File: src/rtl/core/hsl_to_rgb_converter_macros.svh
// hsl_to_rgb_converter_macros.svh: assertion macros for the converter
// no dependencies; included by files that carry concurrent assertions

`ifndef HSL_TO_RGB_CONVERTER_MACROS_SVH
`define HSL_TO_RGB_CONVERTER_MACROS_SVH

// same-cycle implication
`define HSL_ASSERT_NOW(label, clk, rst, ante, cons, msg) \
   label: assert property (@(posedge clk) disable iff (rst) (ante) |-> (cons)) \
      else $error(msg);

// next-cycle implication
`define HSL_ASSERT_NEXT(label, clk, rst, ante, cons, msg) \
   label: assert property (@(posedge clk) disable iff (rst) (ante) |=> (cons)) \
      else $error(msg);

`endif

File: src/rtl/core/hsl_pkg.sv
// hsl_pkg: widths, constants, sector codes and stage structs for the hsl to rgb converter
// no dependencies; imported by every rtl module and interface of the block

package hsl_pkg;

   localparam int UNIT_FRAC_BITS = 12;
   localparam int HUE_FRAC_BITS  = 6;

   localparam int HUE_W  = 16;
   localparam int UNIT_W = 13;
   localparam int CHAN_W = 8;

   localparam int UNIT_ONE    = 1 << UNIT_FRAC_BITS;
   localparam int U_W         = UNIT_FRAC_BITS + 1;
   localparam int NUM_SECTORS = 6;
   localparam int SECTOR_LEN  = 60 << HUE_FRAC_BITS;
   localparam int CIRCLE_LEN  = NUM_SECTORS * SECTOR_LEN;
   localparam int HR_W        = $clog2(CIRCLE_LEN);
   localparam int F_W         = $clog2(SECTOR_LEN + 1);

   // hue offset so the wrapped value is never negative
   localparam int HUE_SPAN  = 1 << (HUE_W - 1);
   localparam int HUE_WRAPS = (HUE_SPAN + CIRCLE_LEN - 1) / CIRCLE_LEN;
   localparam int HUE_OFS   = HUE_WRAPS * CIRCLE_LEN;
   localparam int HOFF_W    = $clog2(HUE_OFS + HUE_SPAN);
   localparam int Q_W       = $clog2((HUE_OFS + HUE_SPAN) / CIRCLE_LEN + 1);

   // reciprocal of the circle length for the quotient estimate
   localparam int     RECIP_SH = HOFF_W + 16;
   localparam longint RECIP    = (longint'(1) << RECIP_SH) / CIRCLE_LEN;
   localparam int     RECIP_W  = $clog2(RECIP + 1);
   localparam int     QP_W     = HOFF_W + RECIP_W;

   // channel value scale: full scale is 15 * 2^SCALE_SH
   localparam int CNUM_W   = 2 * UNIT_FRAC_BITS + 1;
   localparam int ACC_W    = 2 * UNIT_FRAC_BITS + 2;
   localparam int SCALE_SH = 2 * UNIT_FRAC_BITS + HUE_FRAC_BITS + 3;
   localparam int V_W      = SCALE_SH + 4;
   localparam int XP_W     = CNUM_W + F_W;
   localparam int RND_W    = SCALE_SH + 9;

   localparam logic [V_W-1:0] DENOM = V_W'(15) << SCALE_SH;

   typedef enum logic [2:0] {
      SEC_RY = 3'd0,
      SEC_YG = 3'd1,
      SEC_GC = 3'd2,
      SEC_CB = 3'd3,
      SEC_BM = 3'd4,
      SEC_MR = 3'd5
   } sector_type;

   typedef struct packed {
      logic              valid;
      logic [HR_W-1:0]   hue;
      logic [U_W-1:0]    light;
      logic [CNUM_W-1:0] chroma;
   } hc_stage_type;

   typedef struct packed {
      logic            valid;
      sector_type      sector;
      logic [V_W-1:0]  lo;
      logic [V_W-1:0]  hi;
      logic [XP_W-1:0] xprod;
   } sm_stage_type;

   typedef struct packed {
      logic              valid;
      logic [CHAN_W-1:0] red;
      logic [CHAN_W-1:0] green;
      logic [CHAN_W-1:0] blue;
   } px_stage_type;

endpackage

File: src/rtl/core/hsl_scale_round.sv
// hsl_scale_round: stages 5-6, channel selection by sector, scale by 255 and round half up
// depends on hsl_pkg

module hsl_scale_round import hsl_pkg::*; (
   input  logic         clock,
   input  logic         reset,
   input  sm_stage_type in_stage,
   output logic         in_ready,
   output px_stage_type out_stage,
   input  logic         out_ready
);

   // full scale is 15 * 2^SCALE_SH, so 255 / full scale reduces to 17 / 2^SCALE_SH
   function automatic logic [CHAN_W-1:0] scale_round(input logic [V_W-1:0] v);
      logic [RND_W-1:0] acc;
      acc = (RND_W'(v) << 4) + RND_W'(v) + (RND_W'(1) << (SCALE_SH - 1));
      return CHAN_W'(acc >> SCALE_SH);
   endfunction

   logic s5_en, s6_en;
   logic s5_valid_ff, s5_valid_in;
   logic s6_valid_ff, s6_valid_in;

   logic [V_W-1:0]    mid;
   logic [V_W-1:0]    s5_r_ff, s5_r_in;
   logic [V_W-1:0]    s5_g_ff, s5_g_in;
   logic [V_W-1:0]    s5_b_ff, s5_b_in;
   logic [CHAN_W-1:0] s6_r_ff, s6_g_ff, s6_b_ff;

   assign s6_en    = !s6_valid_ff || out_ready;
   assign s5_en    = !s5_valid_ff || s6_en;
   assign in_ready = s5_en;

   // stage 5
   assign mid = in_stage.lo + (V_W'(in_stage.xprod) << 1);

   always_comb begin
      case (in_stage.sector)
         SEC_RY: begin
            s5_r_in = in_stage.hi;
            s5_g_in = mid;
            s5_b_in = in_stage.lo;
         end
         SEC_YG: begin
            s5_r_in = mid;
            s5_g_in = in_stage.hi;
            s5_b_in = in_stage.lo;
         end
         SEC_GC: begin
            s5_r_in = in_stage.lo;
            s5_g_in = in_stage.hi;
            s5_b_in = mid;
         end
         SEC_CB: begin
            s5_r_in = in_stage.lo;
            s5_g_in = mid;
            s5_b_in = in_stage.hi;
         end
         SEC_BM: begin
            s5_r_in = mid;
            s5_g_in = in_stage.lo;
            s5_b_in = in_stage.hi;
         end
         default: begin
            s5_r_in = in_stage.hi;
            s5_g_in = in_stage.lo;
            s5_b_in = mid;
         end
      endcase
   end

   assign s5_valid_in = s5_en ? in_stage.valid : s5_valid_ff;
   assign s6_valid_in = s6_en ? s5_valid_ff : s6_valid_ff;

   always_ff @(posedge clock) begin
      if (reset) begin
         s5_valid_ff <= 1'b0;
         s6_valid_ff <= 1'b0;
      end else begin
         s5_valid_ff <= s5_valid_in;
         s6_valid_ff <= s6_valid_in;
      end
   end

   always_ff @(posedge clock) begin
      if (s5_en) begin
         s5_r_ff <= s5_r_in;
         s5_g_ff <= s5_g_in;
         s5_b_ff <= s5_b_in;
      end
      if (s6_en) begin
         s6_r_ff <= scale_round(s5_r_ff);
         s6_g_ff <= scale_round(s5_g_ff);
         s6_b_ff <= scale_round(s5_b_ff);
      end
   end

   assign out_stage.valid = s6_valid_ff;
   assign out_stage.red   = s6_r_ff;
   assign out_stage.green = s6_g_ff;
   assign out_stage.blue  = s6_b_ff;

endmodule

File: config.mk
export PLATFORM = sky130hd
export DESIGN_NAME = hsl_scale_round
export DESIGN_NICKNAME = d
export VERILOG_FILES = /design/src/rtl/core/hsl_to_rgb_converter_macros.svh /design/src/rtl/core/hsl_pkg.sv /design/src/rtl/core/hsl_scale_round.sv
export SDC_FILE = /design/constraint.sdc
export NUM_CORES = 1
export LEC_CHECK = 0
export ABC_CLOCK_PERIOD_IN_PS = 5650
export CORE_AREA = 2 2 168 170
export DETAILED_ROUTE_END_ITERATION = 7
export DIE_AREA = 0 0 170 172
export DONT_BUFFER_PORTS = 1
export MAX_ROUTING_LAYER = met4
export REMOVE_ABC_BUFFERS = 1
export SETUP_SLACK_MARGIN = 0.15
export SYNTH_ARGS = -nofsm -noshare
export SYNTH_HDL_FRONTEND = slang
export SYNTH_SLANG_ARGS = --single-unit
File: constraint.sdc
create_clock -name clock -period 5.65 [get_ports clock]
set_input_delay 1.13 -clock clock [delete_from_list [all_inputs] [get_ports clock]]
set_output_delay 1.13 -clock clock [all_outputs]
set_load 0.01 [all_outputs]
# Word level (Yosys, flattened, before mapping)
# Cells that the tools add are included.
# Widths: inputs -> output; s select.
[totals]
register_bits = 137
input_bits = 118
out_inout_bits = 26
wordCells = 33
[classes]
addsub = 7
eq_ne = 4
mux = 3
reduce_logical = 11
[op_table]
columns = ["operator", "n"]
rows = [
  ["$pmux 37 s2", 3],
  ["$add 41x33->41 const B", 3],
  ["$add 41x37->41", 3],
  ["$add 37x37->37", 1],
  ["$reduce_or 2->1", 6],
  ["$eq 3x2->1 const B", 2],
  ["$eq 3x1->1 const B", 1],
  ["$eq 3x3->1 const B", 1],
  ["$logic_not 3->1", 1],
  ["$logic_not 1->1", 2],
  ["$logic_or 1x1->1", 2],
]

# Longest topological paths before layout
# Gate-level depths: netlist (run 1).
[depth]
depth_word = 3
ltp_mapped = 14
mapped_depth_nobuf = 13

# Worst setup path after synthesis (run 1)
# No wires, ideal clock.
[synth_timing]
kind = "input port to output port"
from = "in out_ready"
to = "out in_ready"
arrival_time_ns = 3.595
required_ns = 4.520
setup_slack_ns = 0.925
stages = 2
path_buffers = 0
cell_sequence = "nor2b_1 -> nand2_1"
[synth_via]
elab_chain_cells = 2
[synth_rtl]
columns = ["item", "line", "source"]
rows = [
  ["start: declaration", "hsl_scale_round.sv:10", "input logic out_ready"],
  ["$logic_or 1x1->1", "hsl_scale_round.sv:30", "assign s6_en = !s6_valid_ff || out_ready;"],
  ["$logic_or 1x1->1", "hsl_scale_round.sv:31", "assign s5_en = !s5_valid_ff || s6_en;"],
  ["end: declaration", "hsl_scale_round.sv:8", "output logic in_ready,"],
]
# Every way passes these cells.

# Worst setup path after layout (run 1)
[layout_timing]
from = "in in_stage[0] in the netlist's numbering"
to = "reg s5_g_ff[31] (data pin)"
[layout_via]
elab_chain_cells = 2
[layout_rtl]
columns = ["item", "line", "source"]
rows = [
  ["start: declaration", "hsl_scale_round.sv:7", "input sm_stage_type in_stage,"],
  ["$add 37x37->37", "hsl_scale_round.sv:35", "assign mid = in_stage.lo + (V_W'(in_stage.xprod) << 1);"],
  ["$pmux 37 s2", "hsl_scale_round.sv:38", "case (in_stage.sector)"],
  ["via s5_g_in[31]", "hsl_scale_round.sv:26", "logic [V_W-1:0] s5_g_ff, s5_g_in;"],
  ["end signal: assignment", "hsl_scale_round.sv:88", "s5_g_ff <= s5_g_in;"],
  ["end: declaration", "hsl_scale_round.sv:26", ""],
]
# The timed path passes the listed nets, and every way through them passes these cells.
# A chain may end at the register's enable or synchronous reset.

==> results.txt, run 1 <==
In the final design database the tool counted 1764 nets. The number of clock buffers inserted by TritonCTS came out at 17. The startpoint identified for the worst register-to-register timing path is s5_r_ff[6].

The die boundary height came out at between 150 and 200 um. For this run, the leading register cell type out of synthesis is sky130_fd_sc_hd__edfxtp_1. For this run, the detailed router's first-pass iteration total came to 5. For this block, the initial DRC count from the detailed router was 921. Of the cells placed in the final design, the portion with a size suffix greater than 1 is 5.80%.

The maximum number of buffers from clock root to sink is 2. The post-CTS setup-driven buffer insertion count came out at 0. The post-placement worst setup slack came out at ~1600 ps.

The number of global-route vias before repair is between 10000 and 15000. The data required time at the worst endpoint is 5800 ps. The buffer and inverter count on the worst path came out at 0. The synthesized design contains around 140 register bits. The total wirelength of the detailed-routed design came out at about 37 mm.

In this run the worst hold path is classified as register to register. The signal arrival time at the worst endpoint came out at slightly below 4000 ps. The tool flagged a number of max-cap violations equal to 0. Setup repair after global routing left no endpoint under its margin.

The count of flip-flops with a built-in enable after synthesis came out at 135. The slowest cell on the critical path is sky130_fd_sc_hd__o21ai_0. The count of buffers inserted at the top-level ports came out at 0. The largest voltage drop on the vdd net came out at 0.199 mV. The horizontal die dimension is roughly 170 um.

The final design utilization is 51.7%. For the pin with the worst max-slew slack, the measured transition is between 1000 and 1500 ps. In this run the worst path has a maximum fanout of 5. The synthesized instance count came out at about 1400.

The number of standard-cell rows in the floorplan came out at 61. In the post-route analysis, the smallest setup slack over all paths is 1960 ps. The count of final max-slew check failures is 0. The global-route wire length before repair came out at 57.2 mm. The delay of the slowest cell on the worst path is ~480 ps. The H-tree was split into 4 levels.

At the end of routability-driven placement, the weighted congestion stood at 0.915. The cell count after placement came out at 1745. Once detail routing completed, the nets flagged for antenna violations numbered 0. For this configuration, the core starts out at a cell density of 48.4%. Counting flops with an async set or reset pin after synthesis yields a share of 0%.

The time the final worst path needs with I/O delays and setup is 3690 ps. After clock tree synthesis, the flow added hold-fix buffers numbering 0. The HPWL after detailed placement came out at 28.2 mm.

The number of synthesis warnings is 0. The DRC violation count after routing is 0. Of the available clock period, the critical path in the final layout requires 65.4%. The worst hold path begins at s5_valid_ff. The worst setup path is captured at a register.

The final setup TNS came out at 0 ps. The source of the critical timing path is in_stage[0]. A synthesized cell averages between 9 and 10 um2. The number of antenna violations at the first check in global routing came to 0. The maximum frequency from static timing analysis is 271 MHz. The count of cell types in the netlist came out at 85. The number of hold violations in the final report came out at 0. The worst-case hold slack is between 500 and 600 ps. The post-synthesis cell area is 13300 um2. The clock edge transition at the registers on the reported setup and hold paths came out at 60 ps.

The global route total overflow came out at 0. The placed standard-cell area is roughly 14000 um2. The floorplan step defined a die boundary enclosing between 20000 and 30000 um2. Measured against its own limit, the worst slew margin works out to about a quarter. The total non-filler cell area in the finished layout is about 14000 um2. Walking the worst path, the cells encountered are ha_1 -> fa_1 -> a211oi_1 -> o21bai_1 -> nor3_2 -> o311ai_4 -> nand3_2 -> and2_4 -> and2_1 -> mux2i_1 -> o21ai_0. Setup violations remaining at the end of the flow were counted as 0.

The clock sink total came out at 137. The number of antenna cells inserted came out at 0. TritonCTS built the clock tree.

The worst setup skew after layout is 10.8 ps. The leakage power of the design is between 6 and 7 nW. In the routed layout, each cell is associated on average with a via count of 6.27. The share of synthesized area occupied by flip-flops and latches is 30.8%. The total power after layout is 4.56 mW. The clock tree root driver cell is sky130_fd_sc_hd__clkbuf_16. The power per cell area came out at 321 nW/um2. The run finished with clean final reports.

The clock network latency to the later pin of the worst-skew pair came out at 430 ps. Relative to the synthesized area, the layout overhead comes to 6.76%. The count of instances resized after the clock tree is built is 0.

The core region area came out at 27500 um2. The number of primary I/O pins is 144. The pin count of the biggest net entering global routing is approximately 160.

Dividing the detail-routed wire length by the instance count gives 20.6 um. The worst setup path is launched from an input pin. By startpoint and endpoint, the worst setup path is classified as input pin to register. The overall global routing resource usage is roughly a quarter. In this design, the largest share of critical-path delay is due to compound AO/OA/AOI/OAI gates. The via count is 11100. Leaving out filler cells and counting taps, the final layout contains 1777.
kinds of logic (layout without fill, tap and decap cells):
logic type | after synthesis | count (layout) | share of synthesized area (%)
AOI/OAI and AO/OA | 553 | 553 | 26.8
xor gates and xnor gates | 52 | 52 | 3.48
buffers and inverters | 112 | 94 | 3.70
DFF | 137 | 137 | 30.8
muxes | 10 | 10 | 0.781
adders and majority gates | 228 | 228 | 21.5
and+or+nand+nor | 357 | 357 | 13.0
layout make-up:
cell class | instances | area (um2)
Sequential cell | 137 | 4090
Timing Repair Buffer | 12 | 90.1
Inverter | 50 | 188
Tap cell | 346 | 433
Clock inverter | 14 | 218
Fill cell | 2546 | 13300
Clock buffer | 18 | 429
Multi-Input combinational cell | 1200 | 8750
flip-flops by register name, summed over array words and instances, names as in the netlist:
signal	flops
s5_b_ff	37
s5_g_ff	37
s5_r_ff	37
s6_b_ff	8
s6_g_ff	8
s6_r_ff	8
s5_valid_ff	1
s6_valid_ff	1
path summary, 6_finish.rpt:
check | to | slack, ps | cells past startpoint
setup / recovery | s5_g_ff[31] | 1960 | 11
hold / removal | s6_valid_ff | 540 | 2
setup reg to reg | s6_r_ff[7] | 2120 | 11
hold reg to reg | s6_valid_ff | 540 | 2
metal layers:
layer / wire (um) / up-vias / part of all wire, % / global-route usage, %
met5: 0 / - / 0 / -
li1: - / 5490 / - / -
met1: 16800 / 5163 / 46 / 35.2
met2: 15900 / 437 / 44 / 39.4
met4: 740 / 0 / 2.0 / 7.32
met3: 3080 / 47 / 8.4 / 6.52
where the power goes:
part           internal, mW  total (mW)  switching (mW)
registers              1.38        1.54           0.159
logic                 0.759        1.79            1.03
clock network         0.786        1.23           0.447
layout by cell type, fill, tap and decap left out, types with 4 or more instances in the layout:
cell / netlist / layout
sky130_fd_sc_hd__ha_1: 227 / 227
sky130_fd_sc_hd__a21oi_1: 148 / 148
sky130_fd_sc_hd__edfxtp_1: 135 / 135
sky130_fd_sc_hd__nand2_1: 122 / 121
sky130_fd_sc_hd__o21ai_0: 117 / 117
sky130_fd_sc_hd__a21o_1: 79 / 79
sky130_fd_sc_hd__nor2_1: 78 / 76
sky130_fd_sc_hd__inv_1: 50 / 50
sky130_fd_sc_hd__nor2b_1: 46 / 45
sky130_fd_sc_hd__a22oi_1: 39 / 39
sky130_fd_sc_hd__o22ai_1: 32 / 32
sky130_fd_sc_hd__xor2_1: 29 / 28
sky130_fd_sc_hd__nand3_1: 22 / 22
sky130_fd_sc_hd__nor3_1: 22 / 22
sky130_fd_sc_hd__xnor2_1: 22 / 22
sky130_fd_sc_hd__nand4_1: 21 / 21
sky130_fd_sc_hd__o21ai_1: 19 / 19
sky130_fd_sc_hd__clkbuf_16: 0 / 17
sky130_fd_sc_hd__a31oi_1: 16 / 16
sky130_fd_sc_hd__buf_4: 1 / 12
sky130_fd_sc_hd__o21bai_1: 11 / 11
sky130_fd_sc_hd__a211oi_1: 8 / 8
sky130_fd_sc_hd__o211ai_1: 8 / 8
sky130_fd_sc_hd__nand2b_1: 7 / 7
sky130_fd_sc_hd__mux2i_1: 7 / 7
sky130_fd_sc_hd__or3_1: 6 / 6
sky130_fd_sc_hd__o21a_1: 6 / 6
sky130_fd_sc_hd__o31ai_1: 6 / 6
sky130_fd_sc_hd__and2_1: 5 / 5
sky130_fd_sc_hd__bufinv_16: 0 / 5
sky130_fd_sc_hd__a41o_1: 4 / 4
sky130_fd_sc_hd__o31a_1: 4 / 4
sky130_fd_sc_hd__nor3b_1: 4 / 4
sky130_fd_sc_hd__inv_6: 0 / 4
synthesized netlist by cell type, types with 11 or more instances:
| master | instances | area share (%) |
|---|---|---|
| sky130_fd_sc_hd__a21o_1 | 79 | 4.5 |
| sky130_fd_sc_hd__a21oi_1 | 148 | 5.6 |
| sky130_fd_sc_hd__a22oi_1 | 39 | 2.2 |
| sky130_fd_sc_hd__a31oi_1 | 16 | 0.75 |
| sky130_fd_sc_hd__clkbuf_1 | 46 | 1.3 |
| sky130_fd_sc_hd__edfxtp_1 | 135 | 30 |
| sky130_fd_sc_hd__ha_1 | 227 | 21 |
| sky130_fd_sc_hd__inv_1 | 50 | 1.4 |
| sky130_fd_sc_hd__nand2_1 | 122 | 3.4 |
| sky130_fd_sc_hd__nand3_1 | 22 | 0.83 |
| sky130_fd_sc_hd__nand4_1 | 21 | 0.99 |
| sky130_fd_sc_hd__nor2_1 | 78 | 2.2 |
| sky130_fd_sc_hd__nor2b_1 | 46 | 2.2 |
| sky130_fd_sc_hd__nor3_1 | 22 | 0.83 |
| sky130_fd_sc_hd__o21ai_0 | 117 | 4.4 |
| sky130_fd_sc_hd__o21ai_1 | 19 | 0.71 |
| sky130_fd_sc_hd__o21bai_1 | 11 | 0.62 |
| sky130_fd_sc_hd__o22ai_1 | 32 | 1.5 |
| sky130_fd_sc_hd__xnor2_1 | 22 | 1.4 |
| sky130_fd_sc_hd__xor2_1 | 29 | 1.9 |
tightest hold or removal path, stage by stage, from the launching register on:
cell and delay [ps]:
sky130_fd_sc_hd__dfxtp_1 340, sky130_fd_sc_hd__nor2_1 110, sky130_fd_sc_hd__nor2_1 40
Note: power is estimated with default switching activity, not from simulation.
==> inputs of run 2 (changes only) <==
ABC_CLOCK_PERIOD_IN_PS = 3100   (was 5650)
PLACE_DENSITY = 0.66   (was default)
clock period = 3.1 ns   (was 5.65 ns; I/O delays follow)
==> results.txt, run 2 (synthesis gave the netlist of run 1 again) <==
The flow ran to the end, and the final reports show no timing, DRC or antenna violations. The number of antenna violations at the first check in global routing came to 0 (unchanged). The worst slew slack as a fraction of its limit is 38.5% (+13 points).

The core region area was 27500 um2 (unchanged). The number of fill cells in the layout came out at 2353 (-7.6%). The leakage power of the design is 7.04 nW (+9.8%).

The count of final setup violators came out at 0 (unchanged). The number of violations of the max-capacitance limit is 0 (unchanged). The DRC violation count after routing is 0 (unchanged).

The initial standard-cell utilization of the core is 48.4% (unchanged). The overall global routing resource usage is 26.8% (+0.57 points). The area occupied by registers is 4090 um2 (unchanged).

The count of buffers inserted at the top-level ports is 0 (unchanged). The area growth from synthesis to layout came out at 18.1%. The min-delay analysis places its worst path in the category input pin to register. The cell count after placement came to 1855 (+6.3%). The most common cell after layout, fill and taps aside is sky130_fd_sc_hd__ha_1.

The time the final worst path needs with I/O delays and setup is 3000 ps. TritonCTS built the clock tree. The worst setup path is launched from a register. The largest voltage drop on the vdd net was 0.382 mV (+92%). The final worst slack is 96.0 ps (-1860 ps).

The maximum number of buffers from clock root to sink is 2 (unchanged). The via count came to 11800 (+5.9%). The pin count of the biggest net entering global routing came out at 155 (unchanged).

The post-route non-filler standard cell count was 1902 (+7.0%). CTS placed an instance of sky130_fd_sc_hd__clkbuf_16 at the clock tree root. The worst-case hold slack came out at 248 ps (-288 ps). The total power after layout came to 8.95 mW (+96%). The detailed router's first-iteration violation count came out at 916 (-0.54%).

The first-pass iteration count of the detailed router is 5 (unchanged). The clock sink total is 137 (unchanged). STA classifies the critical path endpoint as a register. The number of primary I/O pins came out at 144 (unchanged).

The worst setup skew after layout is 14.2 ps (+3.45 ps). The post-placement worst setup slack came to -236 ps (-1820 ps). The via density per instance is 6.20 (-1.1%). The count of final max-slew check failures is 0 (unchanged). The top cell types in the final layout, fill and taps aside, are 195 x sky130_fd_sc_hd__ha_1, 140 x sky130_fd_sc_hd__a21oi_1, 137 x sky130_fd_sc_hd__buf_4, 135 x sky130_fd_sc_hd__edfxtp_1, 119 x sky130_fd_sc_hd__nand2_1. The global route total overflow came to 0 (unchanged).

The routed length per instance is 20.4 um (-1.1%). The share of final-layout standard cells stronger than drive strength 1 came out at 18.3% (+12 points). The H-tree depth came out at 4 (unchanged).

The number of hold violations in the final report is 0 (unchanged). The global-route wire length before repair is 58.5 mm (+2.3%). The net total in the final layout was 1890 (+7.1%).

Setup repair after global routing could not meet its margin everywhere. Derived from the worst setup path, the maximum achievable clock frequency is 333 MHz. The die boundary height is 172 um (unchanged). The number of standard-cell rows in the floorplan came out at 61 (unchanged). The horizontal die dimension is 170 um (unchanged). The multi-input logic area is 9350 um2 (+6.8%). The startpoint-to-endpoint class of the critical path is register to register. The number of antenna cells inserted came out at 0 (unchanged). The number of clock buffers inserted by TritonCTS is 17 (unchanged). The routability congestion estimate from global placement is 0.939 (+2.6%). The die outline area came out at 29200 um2 (unchanged).

In the final layout, the registers with the most flip-flops are s5_b_ff x37, s5_g_ff x37, s5_r_ff x37. The power per cell area came out at 570 nW/um2 (+77%). The total wirelength of the detailed-routed design is 38.7 mm (+5.8%). The final antenna-violating net count is 0 (unchanged).

The signal arrival time at the worst endpoint came out at 3190 ps (-660 ps). The HPWL after detailed placement came out at 29.3 mm (+3.8%). The clock network latency to the later pin of the worst-skew pair came out at 440 ps (about the same). The worst-path maximum fanout is 3 (-2). The share of the clock period used by the worst path came out at between 90% and 100%.

The data required time at the worst endpoint was 3290 ps (-2510 ps). The clock edge transition at the registers on the reported setup and hold paths came out at 60 ps (about the same). The transition time of the tightest slew-check pin is 922 ps (-195 ps).

The number of global-route vias before repair is 11300 (+6.7%).
## run 2: final timing paths
path               startpoint     endpoint  slack (ps)  depth (start not counted)
hold reg to reg   s5_valid_ff  s6_valid_ff         530                          2
setup / recovery   s5_r_ff[6]   s6_r_ff[7]         100                         12
setup reg to reg   s5_r_ff[6]   s6_r_ff[7]         100                         12
hold / removal          reset  s6_valid_ff         250                          1
## run 2: what timing repair did
action | in CTS | in global routing
hold buffers | 0 | 0
pin swaps | 45 | 40
setup buffers | 10 | 6
gates resized for setup | 39 | 54
endpoints found under the setup margin | 15 | 35
## run 2: critical path, cell delays in order (launching register included)
cell	delay, ps
sky130_fd_sc_hd__edfxtp_1	400
sky130_fd_sc_hd__ha_1	320
sky130_fd_sc_hd__ha_1	270
sky130_fd_sc_hd__a41o_1	190
sky130_fd_sc_hd__a21o_1	150
sky130_fd_sc_hd__a21o_1	200
sky130_fd_sc_hd__a2111oi_4	350
sky130_fd_sc_hd__nor3_4	80
sky130_fd_sc_hd__a41o_1	250
sky130_fd_sc_hd__o2111ai_2	170
sky130_fd_sc_hd__buf_4	170
sky130_fd_sc_hd__a21boi_2	60
sky130_fd_sc_hd__xor2_1	150
## run 2: layout make-up
class                      instances  share of cell area, %
clock buffer                      17                   2.71
clock inverter                    14                   1.11
inverter                          50                   1.19
multi-input combinational       1200                   59.5
sequential                       137                   26.1
tap                              346                   2.75
timing repair buffer             138                   6.67
## run 2: per-layer routing
metal | vias up | part of all wire [%] | GRT usage (%)
met1 | 5528 | 43 | 34.2
met4 | 0 | 2.6 | 9.48
met3 | 62 | 8.3 | 5.45
li1 | 5746 | - | -
met5 | - | 0 | -
met2 | 456 | 46 | 42.5
## run 2: through the flow
step	area, um2	TNS [ps]	util, %
after detailed placement	14400	-4560	52.4
final	15700	0	57.2
after global placement	14400	-2670	52.4
after global routing	15700	-7.04	57.2
after CTS	15400	0	55.9
after floorplan	13000	-85280	-
## run 2: power breakdown
group,switching (mW),internal [mW]
clock,0.811,1.26
sequential,0.330,2.52
combinational,2.13,1.90
total,3.27,5.68
==> inputs of run 3 (changes only) <==
CORE_AREA = 2 2 167 169   (was 2 2 168 170)
DIE_AREA = 0 0 169 171   (was 0 0 170 172)
PLACE_DENSITY = 0.67   (was 0.66)
==> results.txt, run 3 (synthesis gave the netlist of run 1 again) <==
The top cell types in the final layout, fill and taps aside, are 201 x sky130_fd_sc_hd__ha_1, 136 x sky130_fd_sc_hd__a21oi_1, 135 x sky130_fd_sc_hd__edfxtp_1, 124 x sky130_fd_sc_hd__buf_4, 120 x sky130_fd_sc_hd__nand2_1. The number of primary I/O pins came out at 144 (unchanged). The worst register-to-register path ends at s6_b_ff[4]. The share of final-layout standard cells stronger than drive strength 1 came out at 17.5% (-0.73 points). The number of hold violations in the final report was 0 (unchanged). The final setup TNS came out at 0 ps (unchanged).

The startpoint of the lowest-slack register-to-register path is s5_b_ff[6]. Leaving out fill and tap cells, the most frequent cell in the layout is sky130_fd_sc_hd__ha_1. The initial standard-cell utilization of the core came to 48.7% (+0.27 points).

The clock tree root driver cell is sky130_fd_sc_hd__clkbuf_16. The number of violations of the max-capacitance limit is 0 (unchanged). The net total in the final layout is 1880 (-0.53%).

The number of standard-cell rows in the floorplan was 61 (unchanged). The number of clock buffers inserted by TritonCTS is 17 (unchanged). The time the final worst path needs with I/O delays and setup came out at 3070 ps (+61.7 ps). The global-route wire length before repair is 58.9 mm (+0.66%).

The routed length per instance came to 20.4 um (+0.19%). The final antenna-violating net count came out at 0 (unchanged). The power per cell area came out at 570 nW/um2 (about the same). The share of the clock period used by the worst path came out at 98.9% (+2.0 points).

The final worst slack is 34.3 ps (-61.7 ps). The total non-filler cell area in the finished layout came to 15600 um2 (-0.48%). The critical path in this run is classified as register to register. Relative to the synthesized area, the layout overhead comes to 17.5%. The length in cells of the worst reg-to-reg path is 12 (unchanged). The leakage power of the design is 7.00 nW (-0.57%). The signal arrival time at the worst endpoint came to 3240 ps (+50 ps). The die boundary height was 171 um (-0.58%).

The type of element capturing the critical path is a register. The met1 routed wirelength after detailed routing is 16.6 mm (-0.69%). The source of the critical timing path is s5_b_ff[6].

The global route total overflow is 0 (unchanged). The flow ran to the end, and the final reports show no timing, DRC or antenna violations. The total length of routed met2 wires is 17.8 mm (+0.12%).

The largest registers in the layout are s5_b_ff x37, s5_g_ff x37, s5_r_ff x37. The worst setup path is launched from a register. The DRC violation count after routing is 0 (unchanged). The signal on the critical path passes through buf_4 -> ha_1 -> ha_1 -> a21o_1 -> a21oi_2 -> o21ai_2 -> a41o_2 -> a2111oi_4 -> buf_4 -> o31ai_1 -> a21oi_1 -> xnor2_1.

TritonCTS built the clock tree. The worst slew slack as a fraction of its limit came out at 39.6% (+1.1 points). The routed wire length on met3 came out at 3.20 mm (about the same).

The number of fill cells in the layout was 2365 (+0.51%). The worst hold path belongs to the class input pin to register. The data required time at the worst endpoint came out at 3270 ps (-20 ps). The horizontal die dimension was 169 um (-0.59%). The routability congestion estimate from global placement is 0.943 (+0.36%).

The number of antenna cells inserted is 0 (unchanged). The via count is 11800 (-0.22%). The delay of the slowest cell on the worst path came to 440 ps (+40 ps).

Among all stages on the critical path, the largest delay is contributed by sky130_fd_sc_hd__edfxtp_1. The maximum frequency from static timing analysis is 326 MHz (-2.0%). Setup repair after global routing could not meet its margin everywhere. The path length in cells of the critical path came out at 12 (unchanged). The number of antenna violations at the first check in global routing is 0 (unchanged).

The via density per instance was 6.22 (+0.25%). The total wirelength of the detailed-routed design came out at 38.6 mm (-0.28%). The internal reg-to-reg setup slack is 30 ps (-60 ps). The HPWL after detailed placement was 29.1 mm (-0.85%). The die outline area came out at 28900 um2 (-1.2%).

The pin count of the biggest net entering global routing is 155 (unchanged). The maximum number of buffers from clock root to sink came out at 2 (unchanged). The buffer and inverter count on the worst path came out at 2 (+1). The clock network latency to the later pin of the worst-skew pair is 430 ps (about the same). The largest voltage drop on the vdd net is 0.412 mV (+7.8%).

The core region area came to 27300 um2 (-0.56%). The count of final setup violators is 0 (unchanged). The overall global routing resource usage is 26.8% (+0.068 points). The worst hold path depth came to 1 (unchanged). The clock edge transition at the registers on the reported setup and hold paths is 60 ps (about the same). The total power after layout is 8.91 mW (-0.54%). The worst-path maximum fanout was 3 (unchanged). The H-tree depth came out at 4 (unchanged). The post-placement worst setup slack came out at -205 ps (+30.8 ps). The transition time of the tightest slew-check pin is 906 ps (-16.7 ps). The placed standard-cell area is 14300 um2 (-0.99%).

The worst setup skew after layout came to 10.3 ps (-3.90 ps). The number of global-route vias before repair came out at 11300 (+0.19%). The count of buffers inserted at the top-level ports is 0 (unchanged). The count of final max-slew check failures is 0 (unchanged).

On the critical path the largest part of the delay comes from compound AO/OA/AOI/OAI gates. In this run the worst setup path terminates at s6_b_ff[4]. The clock sink total is 137 (unchanged). The detailed router's first-iteration violation count is 1123 (+23%).

The first-pass iteration count of the detailed router is 6 (+1). The cts-stage hold buffer count came out at 0 (unchanged). The uppermost metal layer occupied by signal nets is met4.
[run 3: changes by cell type in the layout (fill, tap and decap cells not counted), moves of 4 or more]
cell | previous run | this run
sky130_fd_sc_hd__a21oi_1 | 140 | 136
sky130_fd_sc_hd__a21oi_2 | 9 | 13
sky130_fd_sc_hd__buf_4 | 137 | 124
sky130_fd_sc_hd__ha_1 | 195 | 201
[run 3: stage by stage]
step	util [%]	cells	hold slack, ps
floorplan	-	1387	463
global placement	52.2	1836	514
detailed placement	52.2	1836	519
CTS	55.1	1880	239
global route	57.2	1893	240
finish	57.2	1893	254
[run 3: timing repair]
item / in CTS / in global routing
pin swaps: 33 / 60
resized for setup: 25 / 75
setup endpoints to repair: 18 / 30
buffers inserted: 12 / 13
[run 3: per-layer routing]
metal  vias to the layer above  track usage [%]
li1                       5698                -
met1                      5518             34.5
met2                       485             42.4
met3                        65             5.81
met4                         0             8.62
met5                         -                -
[run 3: power by group]
group	switching [mW]	total, mW	internal (mW)	leakage, nW
registers	0.321	2.84	2.52	1.47
clock network	0.785	2.00	1.22	0.280
logic	2.18	4.06	1.88	5.25
total	3.29	8.91	5.62	7.00
[run 3: final cells by class]
class                      instances  area, um2  area share (%)
inverter                          50        188            1.20
multi-input combinational       1200       9360            59.8
clock buffer                      20        457            2.92
clock inverter                    12        124           0.792
sequential                       137       4090            26.2
tap                              346        433            2.77
timing repair buffer             128        985            6.30
[run 3: how the worst min path moves through the flow]
stage	to	start
floorplan	s6_valid_ff	s5_valid_ff
global placement	s6_valid_ff	s5_valid_ff
detailed placement	s6_valid_ff	s5_valid_ff
CTS	s6_valid_ff	reset
global route	s6_valid_ff	reset
finish	s6_valid_ff	reset
